`src/sv/frame_delta_rle_compressor_macros.svh`:
```
// assertion macros shared by the compressor rtl
// expects clk_i and rst_ni in the scope of each use
`ifndef FRAME_DELTA_RLE_COMPRESSOR_MACROS_SVH
`define FRAME_DELTA_RLE_COMPRESSOR_MACROS_SVH

// checked only while out of reset
`define FDRC_ASSERT(lbl, prop, msg) \
  lbl: assert property (@(posedge clk_i) disable iff (!rst_ni) prop) else $error(msg);

// checked at every edge, reset included
`define FDRC_ASSERT_ALWAYS(lbl, prop, msg) \
  lbl: assert property (@(posedge clk_i) prop) else $error(msg);

`endif

```
`src/sv/fdrc_pkg.sv`:
```
// types and constants for the frame delta run-length compressor
// no dependencies
`default_nettype none

package fdrc_pkg;

  localparam int unsigned ByteW      = 8;
  localparam int unsigned LimitW     = 11;
  localparam logic [LimitW-1:0] LimitReset = 11'd1024;
  localparam logic [ByteW-1:0]  RunMax     = 8'd255;

  // output queue sizing: a frame end can push two words per cycle
  localparam int unsigned FifoDepth = 8;
  localparam int unsigned FifoIdxW  = $clog2(FifoDepth);
  localparam int unsigned FifoCntW  = $clog2(FifoDepth + 1);
  localparam int unsigned FifoSlack = 4;

  typedef struct packed {
    logic [ByteW-1:0] iq_byte;
    logic             frame_end;
  } in_word_t;

  typedef struct packed {
    logic [ByteW-1:0] run_count;
    logic [ByteW-1:0] delta_value;
    logic             last_of_frame;
    logic             overflow;
  } out_word_t;

  // byte that came back from the frame store, valid in the cycle after accept
  typedef struct packed {
    logic             valid;
    logic [ByteW-1:0] iq_byte;
    logic             frame_end;
    logic             in_range;
    logic             ref_hit;
  } lookup_t;

  // which result words the run coder pushes this cycle
  typedef struct packed {
    logic a_valid;
    logic b_valid;
  } push_t;

endpackage

`default_nettype wire

```
`src/sv/fdrc_stream_if.sv`:
```
// valid/ready stream channel carrying one word of a given payload type
// used by the compressor top level for its input and output
`default_nettype none

interface fdrc_stream_if #(
  parameter type payload_t = logic
) ();
  logic     valid;
  logic     ready;
  payload_t data;

  modport source (output valid, output data, input ready);
  modport sink   (input valid, input data, output ready);
endinterface

`default_nettype wire

```
`src/sv/fdrc_frame_store.sv`:
```
// previous frame store: byte position, fill mark and a registered-read memory
// depends on fdrc_pkg
`default_nettype none

module fdrc_frame_store #(
  parameter int unsigned MAX_FRAME_BYTES = 512
) (
  input  wire logic              clk_i,
  input  wire logic              rst_ni,
  input  wire logic              accept_i,
  input  wire fdrc_pkg::in_word_t word_i,
  output fdrc_pkg::lookup_t      look_o,
  output logic [fdrc_pkg::ByteW-1:0] prev_byte_o
);
  import fdrc_pkg::*;

  localparam int unsigned PosW  = $clog2(MAX_FRAME_BYTES + 1);
  localparam int unsigned AddrW = $clog2(MAX_FRAME_BYTES);
  localparam logic [PosW-1:0] MaxPos = PosW'(MAX_FRAME_BYTES);

  logic [ByteW-1:0] mem [MAX_FRAME_BYTES];
  logic [ByteW-1:0] rdata_q;

  logic [PosW-1:0] pos_q, pos_d;
  logic [PosW-1:0] fill_q, fill_d;
  logic            look_valid_q;
  logic [ByteW-1:0] look_byte_q;
  logic            look_end_q, look_range_q, look_hit_q;

  logic            in_range;
  logic            ref_hit;
  logic [AddrW-1:0] addr;

  assign in_range = (pos_q < MaxPos);
  // entries at or above the fill mark were never written since reset
  assign ref_hit  = (pos_q < fill_q);
  assign addr     = pos_q[AddrW-1:0];

  // position and fill mark update
  always_comb begin
    pos_d  = pos_q;
    fill_d = fill_q;
    if (accept_i) begin
      if (in_range && (pos_q == fill_q)) begin
        fill_d = fill_q + PosW'(1);
      end
      if (word_i.frame_end) begin
        pos_d = '0;
      end else if (in_range) begin
        pos_d = pos_q + PosW'(1);
      end
    end
  end

  always_ff @(posedge clk_i or negedge rst_ni) begin
    if (!rst_ni) begin
      pos_q        <= '0;
      fill_q       <= '0;
      look_valid_q <= 1'b0;
    end else begin
      pos_q        <= pos_d;
      fill_q       <= fill_d;
      look_valid_q <= accept_i;
    end
  end

  // read old byte and write the new one at the same position
  always_ff @(posedge clk_i) begin
    if (accept_i && in_range) begin
      rdata_q   <= mem[addr];
      mem[addr] <= word_i.iq_byte;
    end
  end

  // side information that travels with the read
  always_ff @(posedge clk_i) begin
    if (accept_i) begin
      look_byte_q  <= word_i.iq_byte;
      look_end_q   <= word_i.frame_end;
      look_range_q <= in_range;
      look_hit_q   <= ref_hit;
    end
  end

  assign look_o.valid     = look_valid_q;
  assign look_o.iq_byte   = look_byte_q;
  assign look_o.frame_end = look_end_q;
  assign look_o.in_range  = look_range_q;
  assign look_o.ref_hit   = look_hit_q;
  assign prev_byte_o      = rdata_q;

endmodule

`default_nettype wire

```
`src/sv/fdrc_run_coder.sv`:
```
// run-length coder over xor deltas, output limit and overflow marker
// depends on fdrc_pkg and the assertion macro header
`default_nettype none
`include "frame_delta_rle_compressor_macros.svh"

module fdrc_run_coder #(
  parameter int unsigned MAX_FRAME_BYTES = 512
) (
  input  wire logic                       clk_i,
  input  wire logic                       rst_ni,
  input  wire fdrc_pkg::lookup_t          look_i,
  input  wire logic [fdrc_pkg::ByteW-1:0] prev_byte_i,
  input  wire logic [fdrc_pkg::LimitW-1:0] limit_i,
  output fdrc_pkg::push_t                 push_o,
  output fdrc_pkg::out_word_t             word_a_o,
  output fdrc_pkg::out_word_t             word_b_o
);
  import fdrc_pkg::*;

  localparam int unsigned PairW = $clog2(MAX_FRAME_BYTES + 1);
  localparam int unsigned CmpW  = (PairW + 2 > LimitW + 1) ? PairW + 2 : LimitW + 1;

  logic             have_ref_q, have_ref_d;
  logic [ByteW-1:0] value_q, value_d;
  logic [ByteW-1:0] count_q, count_d;
  logic [PairW-1:0] pairs_q, pairs_d;
  logic             limit_hit_q, limit_hit_d;

  logic [ByteW-1:0] prev_eff, delta;
  logic [ByteW-1:0] v1, c1;
  logic [PairW-1:0] p1;
  logic             l1, l2;
  logic             mid_pair;

  // a pair fits while 2 * (pairs + 1) stays within the limit
  function automatic logic pair_fits(input logic [PairW-1:0] p,
                                     input logic [LimitW-1:0] lim);
    logic [CmpW-1:0] need;
    need = CmpW'({p, 1'b0}) + CmpW'(2);
    return need <= CmpW'(lim);
  endfunction

  assign prev_eff = look_i.ref_hit ? prev_byte_i : '0;
  assign delta    = look_i.iq_byte ^ prev_eff;

  // run extension, pair emission and frame end handling
  always_comb begin
    have_ref_d  = have_ref_q;
    value_d     = value_q;
    count_d     = count_q;
    pairs_d     = pairs_q;
    limit_hit_d = limit_hit_q;
    v1 = value_q;
    c1 = count_q;
    p1 = pairs_q;
    l1 = limit_hit_q;
    l2 = limit_hit_q;
    push_o   = '0;
    word_a_o = '{run_count: count_q, delta_value: value_q,
                 last_of_frame: 1'b0, overflow: 1'b0};
    word_b_o = '{run_count: c1, delta_value: v1,
                 last_of_frame: 1'b1, overflow: 1'b0};
    if (look_i.valid) begin
      if (look_i.in_range && have_ref_q) begin
        if ((count_q != '0) && (delta == value_q) && (count_q != RunMax)) begin
          c1 = count_q + 8'd1;
        end else begin
          if ((count_q != '0) && !limit_hit_q) begin
            if (pair_fits(pairs_q, limit_i)) begin
              push_o.a_valid = 1'b1;
              p1 = pairs_q + PairW'(1);
            end else begin
              l1 = 1'b1;
            end
          end
          v1 = delta;
          c1 = 8'd1;
        end
      end
      if (look_i.frame_end) begin
        if (have_ref_q) begin
          l2 = l1;
          if ((c1 != '0) && !l1) begin
            if (pair_fits(p1, limit_i)) begin
              push_o.b_valid = 1'b1;
              word_b_o = '{run_count: c1, delta_value: v1,
                           last_of_frame: 1'b1, overflow: 1'b0};
            end else begin
              l2 = 1'b1;
            end
          end
          // overflow marker replaces the final pair
          if (l2) begin
            push_o.b_valid = 1'b1;
            word_b_o = '{run_count: '0, delta_value: '0,
                         last_of_frame: 1'b1, overflow: 1'b1};
          end
        end
        have_ref_d  = 1'b1;
        value_d     = '0;
        count_d     = '0;
        pairs_d     = '0;
        limit_hit_d = 1'b0;
      end else begin
        value_d     = v1;
        count_d     = c1;
        pairs_d     = p1;
        limit_hit_d = l1;
      end
    end
  end

  always_ff @(posedge clk_i or negedge rst_ni) begin
    if (!rst_ni) begin
      have_ref_q  <= 1'b0;
      value_q     <= '0;
      count_q     <= '0;
      pairs_q     <= '0;
      limit_hit_q <= 1'b0;
    end else begin
      have_ref_q  <= have_ref_d;
      value_q     <= value_d;
      count_q     <= count_d;
      pairs_q     <= pairs_d;
      limit_hit_q <= limit_hit_d;
    end
  end

  assign mid_pair = push_o.a_valid && !look_i.frame_end;

  // a second word only comes with the last byte of a frame
  `FDRC_ASSERT(a_second_word_at_end, push_o.b_valid |-> look_i.frame_end, "second word off end")
  // a mid-frame pair is counted against the limit
  `FDRC_ASSERT(a_pair_counted, mid_pair |=> pairs_q == $past(pairs_q) + PairW'(1), "pair uncounted")

endmodule

`default_nettype wire

```
`src/sv/fdrc_out_fifo.sv`:
```
// output queue: up to two words pushed per cycle, one word popped
// depends on fdrc_pkg, fdrc_stream_if and the assertion macro header
`default_nettype none
`include "frame_delta_rle_compressor_macros.svh"

module fdrc_out_fifo (
  input  wire logic                clk_i,
  input  wire logic                rst_ni,
  input  wire fdrc_pkg::push_t     push_i,
  input  wire fdrc_pkg::out_word_t word_a_i,
  input  wire fdrc_pkg::out_word_t word_b_i,
  output logic                     room_o,
  fdrc_stream_if.source            out_o
);
  import fdrc_pkg::*;

  out_word_t mem [FifoDepth];
  logic [FifoIdxW-1:0] wr_q, wr_d, rd_q, rd_d;
  logic [FifoCntW-1:0] cnt_q, cnt_d;
  logic [1:0]          npush;
  logic                pop;
  logic [FifoCntW:0]   fill_sum;

  assign npush = {1'b0, push_i.a_valid} + {1'b0, push_i.b_valid};
  assign pop   = out_o.valid && out_o.ready;

  assign out_o.valid = (cnt_q != '0);
  assign out_o.data  = mem[rd_q];
  // room for the item in flight plus this one, two words each
  assign room_o      = (cnt_q <= FifoCntW'(FifoDepth - FifoSlack));

  assign fill_sum = {1'b0, cnt_q} + (FifoCntW + 1)'(npush);

  // pointer and count update
  always_comb begin
    wr_d  = wr_q + FifoIdxW'(npush);
    rd_d  = pop ? rd_q + FifoIdxW'(1) : rd_q;
    cnt_d = cnt_q + FifoCntW'(npush) - FifoCntW'(pop);
  end

  always_ff @(posedge clk_i or negedge rst_ni) begin
    if (!rst_ni) begin
      wr_q  <= '0;
      rd_q  <= '0;
      cnt_q <= '0;
    end else begin
      wr_q  <= wr_d;
      rd_q  <= rd_d;
      cnt_q <= cnt_d;
    end
  end

  // word a goes first, word b after it or alone
  always_ff @(posedge clk_i) begin
    if (push_i.a_valid) begin
      mem[wr_q] <= word_a_i;
      if (push_i.b_valid) begin
        mem[wr_q + FifoIdxW'(1)] <= word_b_i;
      end
    end else if (push_i.b_valid) begin
      mem[wr_q] <= word_b_i;
    end
  end

  `FDRC_ASSERT_ALWAYS(a_no_overrun, fill_sum <= (FifoCntW + 1)'(FifoDepth), "queue overrun")
  `FDRC_ASSERT(a_pop_drains, pop && npush == 2'd0 |=> cnt_q == $past(cnt_q) - 1'b1, "pop lost")

endmodule

`default_nettype wire

```
`src/sv/frame_delta_rle_compressor.sv`:
```
// top level of the frame delta run-length compressor
// depends on fdrc_pkg, fdrc_stream_if, fdrc_frame_store, fdrc_run_coder, fdrc_out_fifo
//
//   channel   dir   word                                          handshake
//   in_i      in    iq_byte, frame_end                            valid/ready
//   out_o     out   run_count, delta_value, last_of_frame, overflow valid/ready
//   cfg       in    output_byte_limit (11 bit)                    cfg_we_i, no ready
//
// one input word per cycle while in_i.ready is high; a result word passes the
// frame store lookup register and the output queue before it can be taken.
// the frame store memory is read and written on the accepting edge, the run
// coder works on the returned byte in the next cycle and pushes 0..2 words.
// in_i.ready drops while the output queue holds more than four words.
// reset needs no clearing pass: a fill mark makes never-written store entries
// read zero.
`default_nettype none

module frame_delta_rle_compressor #(
  parameter int unsigned MAX_FRAME_BYTES = 512
) (
  input  wire logic                        clk_i,
  input  wire logic                        rst_ni,
  fdrc_stream_if.sink                      in_i,
  fdrc_stream_if.source                    out_o,
  input  wire logic                        cfg_we_i,
  input  wire logic [fdrc_pkg::LimitW-1:0] cfg_wdata_i
);
  import fdrc_pkg::*;

  logic [LimitW-1:0] limit_q;
  logic              accept;
  logic              room;
  lookup_t           look;
  logic [ByteW-1:0]  prev_byte;
  push_t             push;
  out_word_t         word_a, word_b;

  assign in_i.ready = room;
  assign accept     = in_i.valid && in_i.ready;

  // output byte limit register
  always_ff @(posedge clk_i or negedge rst_ni) begin
    if (!rst_ni) begin
      limit_q <= LimitReset;
    end else if (cfg_we_i) begin
      limit_q <= cfg_wdata_i;
    end
  end

  fdrc_frame_store #(
    .MAX_FRAME_BYTES(MAX_FRAME_BYTES)
  ) u_store (
    .clk_i      (clk_i),
    .rst_ni     (rst_ni),
    .accept_i   (accept),
    .word_i     (in_i.data),
    .look_o     (look),
    .prev_byte_o(prev_byte)
  );

  fdrc_run_coder #(
    .MAX_FRAME_BYTES(MAX_FRAME_BYTES)
  ) u_coder (
    .clk_i      (clk_i),
    .rst_ni     (rst_ni),
    .look_i     (look),
    .prev_byte_i(prev_byte),
    .limit_i    (limit_q),
    .push_o     (push),
    .word_a_o   (word_a),
    .word_b_o   (word_b)
  );

  fdrc_out_fifo u_fifo (
    .clk_i   (clk_i),
    .rst_ni  (rst_ni),
    .push_i  (push),
    .word_a_i(word_a),
    .word_b_i(word_b),
    .room_o  (room),
    .out_o   (out_o)
  );

endmodule

`default_nettype wire

```
`src/flat_wrapper.sv`:
```
// flat-port wrapper written by rule: the top's interface ports become plain ports
module frame_delta_rle_compressor_flat import fdrc_pkg::*;
#(
  parameter int unsigned MAX_FRAME_BYTES = 512
)
  (clk_i, rst_ni, cfg_we_i, cfg_wdata_i, in_i_valid, in_i_data, in_i_ready, out_o_valid, out_o_data, out_o_ready);
  fdrc_stream_if #(.payload_t(in_word_t)) in_i_i ();
  fdrc_stream_if #(.payload_t(out_word_t)) out_o_i ();
  input  wire logic clk_i;
  input  wire logic rst_ni;
  input  wire logic cfg_we_i;
  input  wire logic [fdrc_pkg::LimitW-1:0] cfg_wdata_i;
  input wire logic [$bits(in_i_i.valid)-1:0] in_i_valid;
  input wire logic [$bits(in_i_i.data)-1:0] in_i_data;
  output wire logic [$bits(in_i_i.ready)-1:0] in_i_ready;
  output wire logic [$bits(out_o_i.valid)-1:0] out_o_valid;
  output wire logic [$bits(out_o_i.data)-1:0] out_o_data;
  input wire logic [$bits(out_o_i.ready)-1:0] out_o_ready;
  assign in_i_i.valid = in_i_valid;
  assign in_i_i.data = in_i_data;
  assign in_i_ready = in_i_i.ready;
  assign out_o_valid = out_o_i.valid;
  assign out_o_data = out_o_i.data;
  assign out_o_i.ready = out_o_ready;
  frame_delta_rle_compressor #(.MAX_FRAME_BYTES(MAX_FRAME_BYTES)) u_core (.clk_i(clk_i), .rst_ni(rst_ni), .in_i(in_i_i), .out_o(out_o_i), .cfg_we_i(cfg_we_i), .cfg_wdata_i(cfg_wdata_i));
endmodule
```
`config.mk`:
```
export PLATFORM = sky130hd
export DESIGN_NAME = frame_delta_rle_compressor_flat
export DESIGN_NICKNAME = d
export VERILOG_FILES = /design/src/sv/fdrc_pkg.sv /design/src/sv/fdrc_stream_if.sv /design/src/sv/fdrc_frame_store.sv /design/src/sv/fdrc_run_coder.sv /design/src/sv/fdrc_out_fifo.sv /design/src/sv/frame_delta_rle_compressor.sv /design/src/flat_wrapper.sv
export VERILOG_INCLUDE_DIRS = /design/src /design/src/sv
export SDC_FILE = /design/constraint.sdc
export NUM_CORES = 2
export LEC_CHECK = 0
export BUFFER_PORTS_ARGS = -buffer_cell sky130_fd_sc_hd__buf_2
export CORE_MARGIN = 2
export CORE_UTILIZATION = 57
export DETAILED_ROUTE_END_ITERATION = 8
export MAX_ROUTING_LAYER = met4
export PLACE_DENSITY = 0.75
export SYNTH_ARGS = -nofsm -noshare
export SYNTH_HDL_FRONTEND = slang
export SYNTH_MEMORY_MAX_BITS = 65536
export SYNTH_SLANG_ARGS = --single-unit
```
`constraint.sdc`:
```
create_clock -name clk_i -period 6.8 [get_ports clk_i]
set_clock_uncertainty 0.15 [all_clocks]
set_input_delay 0.68 -clock clk_i [delete_from_list [all_inputs] [get_ports clk_i]]
set_output_delay 0.68 -clock clk_i [all_outputs]
set_load 0.005 [all_outputs]
```
==> impl_metrics.env <==
export IMPL_r2r_cells=32
export IMPL_start_util=0.5724
export IMPL_grt_pass1_wl_mm=610.2
export IMPL_synth_fp_nets=7862
export IMPL_routed_via_density=6.806
export IMPL_endpoint_kind="flip-flop"
export IMPL_setup_viol=0
export IMPL_relSlewSlack=0.1420
export IMPL_crit_cells=32
export IMPL_synthDistinctLibCells=86
export IMPL_fmax_ghz=0.1558
export IMPL_ir_drop_v=0.0003020
export IMPL_p_comb_frac=0.237
export IMPL_antenna_found_initial=21
export IMPL_clockPowerShare=0.332
export IMPL_place_gp_congestion=0.9082
export IMPL_synth_edff_count=4251
export IMPL_async_flop_share=0.01617
export IMPL_clock_path_buffers=4
export IMPL_multi_input_comb_area_sq_um=39800
export IMPL_critPathTopFamily="compound AO/OA/AOI/OAI gates"
export IMPL_clock_root_buffer="clkbuf_16"
export IMPL_worst_pin_slew_ns=1.287
export IMPL_syn_inst=7783
export IMPL_p_per_area_nw_per_um2=364.3
export IMPL_final_core_util=0.6378
export IMPL_yosysWarnings=0
export IMPL_drv_cap=0
export IMPL_leakagePower_uw=0.05827
export IMPL_core_sq_um=299500
export IMPL_crit_required_ns=7.41
export IMPL_path_buf_inv=6
export IMPL_avgSynthCellArea_sq_um=22.03
export IMPL_num_vias=83866
export IMPL_p_sw_frac=0.2764
export IMPL_h_tree_depth=5
export IMPL_grt_pass1_vias=84324
export IMPL_die_y_um=552.5
export IMPL_ff_latch_area_sq_um=129600
export IMPL_io_buffers=44
export IMPL_overflow=0
export IMPL_slowest_delay_ns=0.42
export IMPL_synthFlopType="edfxtp_1"
export IMPL_ys_ff_latch=4329
export IMPL_yosysMostFrequentCell="edfxtp_1"
export IMPL_regToRegSetupSlack_ns=0.38
export IMPL_yosysTopAreaCellShare=0.7445
export IMPL_synthTopCellsByArea="edfxtp_1, mux4_2, nor2_1"
export IMPL_worst_setup_path_type="flip-flop to flip-flop"
export IMPL_grt_start_max_net_pins=221
export IMPL_cts_inserted_buffers=424
export IMPL_row_count=201
export IMPL_crit_arrival_ns=7.03
export IMPL_yosysTopAreaCell="edfxtp_1"
export IMPL_seq_power_share=0.431
export IMPL_wire_per_inst_um=34.10
export IMPL_syn_to_final_growth_pct=11.43
export IMPL_whs_ns=0.03714
export IMPL_clock_sinks=4329
export IMPL_pin_count=45
export IMPL_drt_total_wl_mm=420.2
export IMPL_hold_depth=2
export IMPL_min_path_type="input pin to flip-flop"
export IMPL_period_needed_ns=6.420
export IMPL_critPathMaxFanout=7
export IMPL_grt_usage=0.2847
export IMPL_finalNetCount=8073
export IMPL_ant_nets=0
export IMPL_die_width_um=552.5
export IMPL_cp_start_kind="flip-flop"
export IMPL_slew_viol_final=0
export IMPL_cpMaxStageDelayCell="dfrtp_1"
export IMPL_ys_seq_area_frac=0.7557
export IMPL_drive_gt1_frac=0.2790
export IMPL_p_int_uw=50360
export IMPL_drt_iter0_markers=12245
export IMPL_cts_tree="done"
export IMPL_synthTopCellsByCount="edfxtp_1, mux4_2, nor2_1"
export IMPL_p_sw_uw=19240
export IMPL_fillers=18704
export IMPL_syn_area_sq_um=171500
export IMPL_clk_pin_slew_worst_paths_ns=0.06
export IMPL_finalCritPeriodShare=0.9441
export IMPL_dieArea_sq_um=305200
export IMPL_hpwlAfterDp_mm=238.4
export IMPL_drtPass1Iterations=7
export IMPL_drc=0
export IMPL_status="finished clean"
export IMPL_hold_viol_final=0
export IMPL_clk_latency_ns=0.99
## layout make-up
type                    count  share of cell area
flip-flops and latches   4329              0.6783
multi-input cells        2893              0.2083
well taps                3958             0.02592
inverters                  66            0.001297
clock inverters           249             0.01248
clock buffers             531             0.05893
repair buffers            280             0.01452
diodes                     17           0.0002227
## stage by stage
step           cells   TNS, ns  worst slack [ns]  area (sq um)  total power (uW)
2_1_floorplan   7783         0            0.2396        171500             41310
3_3_place_gp   11495         0            0.2161        176800             46610
3_5_place_dp   11495         0            0.1958        176800             46830
4_1_cts        12299         0            0.1517        190700             69750
5_1_grt        12320  -0.01005          -0.01005        191000             71380
6_report       12323         0            0.3799        191100             69600
## worst reg2reg max path: cells and delay by family, from the launching register on
family                     cells  cell delay (ns)
adders and majority gates      4             0.98
buffers and inverters          6             1.04
xor gates and xnor gates       2             0.39
AOI/OAI and AO/OA             10             2.02
DFF                            1             0.42
and+or+nand+nor               10             1.24
## kinds of logic after synthesis
logic type / count (synthesis) / synth area share
mux: 1398 / 0.1807
fa+ha+maj: 54 / 0.004028
flops: 4329 / 0.7557
buf+inv: 561 / 0.01457
xor+xnor: 64 / 0.003780
simple gates: 1017 / 0.02553
compound gates: 360 / 0.01570
## routing by layer
layer  vias to the layer above  wire length [um]  GRT usage
met5                         -                 0          -
met4                         0             13780    0.08794
met3                       783             43990    0.05452
met2                      5490            208200     0.4455
met1                     44421            154300     0.3852
li1                      33172                 -          -
## placed cells by master, fill, tap and decap left out, drive strengths merged, types with 12 or more instances in the layout
cell | Yosys | routed
clkinvlp | 0 | 13
xnor2 | 36 | 36
a211oi | 19 | 19
ha | 52 | 52
a22o | 12 | 12
o21ai | 68 | 68
xor2 | 22 | 22
inv | 66 | 75
o221ai | 14 | 14
nor3 | 18 | 18
a21oi | 28 | 28
bufinv | 0 | 35
nand2 | 226 | 226
dfrtp | 69 | 69
o2bb2ai | 86 | 86
mux4 | 1355 | 1355
dlygate4sd3 | 0 | 24
a31oi | 14 | 14
clkbuf | 270 | 533
nand4 | 36 | 36
diode | 0 | 17
mux2 | 30 | 30
nand3 | 65 | 65
mux2i | 13 | 13
clkinv | 0 | 192
a22oi | 29 | 29
a21o | 19 | 19
buf | 225 | 254
or3 | 19 | 19
nor2 | 585 | 585
and3 | 18 | 18
edfxtp | 4251 | 4251
## worst paths after layout
| path | startpoint | end |
|---|---|---|
| worst min-delay path | cfg_we_i | u_core.limit_q[9]$_DFFE_PN0P_ |
| min in group asynchronous | rst_ni | u_core.limit_q[10]$_DFFE_PN1P_ |
| worst max-delay path | u_core.u_coder.pairs_q[0]$_DFFE_PN0P_ | u_core.u_fifo.mem[3][13]$_DFFE_PP_ |
| worst min register to register | u_core.u_fifo.mem[2][1]$_SDFFE_PP1P_ | u_core.u_fifo.mem[2][1]$_SDFFE_PP1P_ |
| max in group asynchronous | rst_ni | u_core.u_fifo.rd_q[0]$_DFFE_PN0P_ |
| worst max register to register | u_core.u_coder.pairs_q[0]$_DFFE_PN0P_ | u_core.u_fifo.mem[3][13]$_DFFE_PP_ |
## what timing repair did
action | CTS | global route
hold endpoints to repair | 44 | 0
hold buffers | 24 | 0
gates resized for setup | 0 | 38
setup endpoints to repair | 0 | 135
setup buffers | 0 | 4
## registers in the layout (all words and copies together), names as in the netlist, 3 cells and up
signal / flops
u_core.limit_q: 11
u_core.u_coder.pairs_q: 10
u_core.u_coder.count_q: 8
u_core.u_store.prev_byte_o: 8
u_core.u_fifo.mem: 144
u_core.u_store.look_byte_q: 8
u_core.u_coder.value_q: 8
u_core.u_fifo.cnt_q: 4
u_core.u_store.fill_q: 10
u_core.u_store.pos_q: 10
u_core.u_fifo.wr_q: 3
u_core.u_fifo.rd_q: 3
u_core.u_store.mem: 4096
## power by group through the flow
stage	Clock [uW]	Combinational, uW	Sequential (uW)
final	23100	16500	30000
after CTS	23300	16500	30000
after floorplan	0	11100	30200
after detailed placement	0	16300	30500
after global routing	24200	17200	30000
after global placement	0	16100	30500
(Power assumes the default switching activity.)
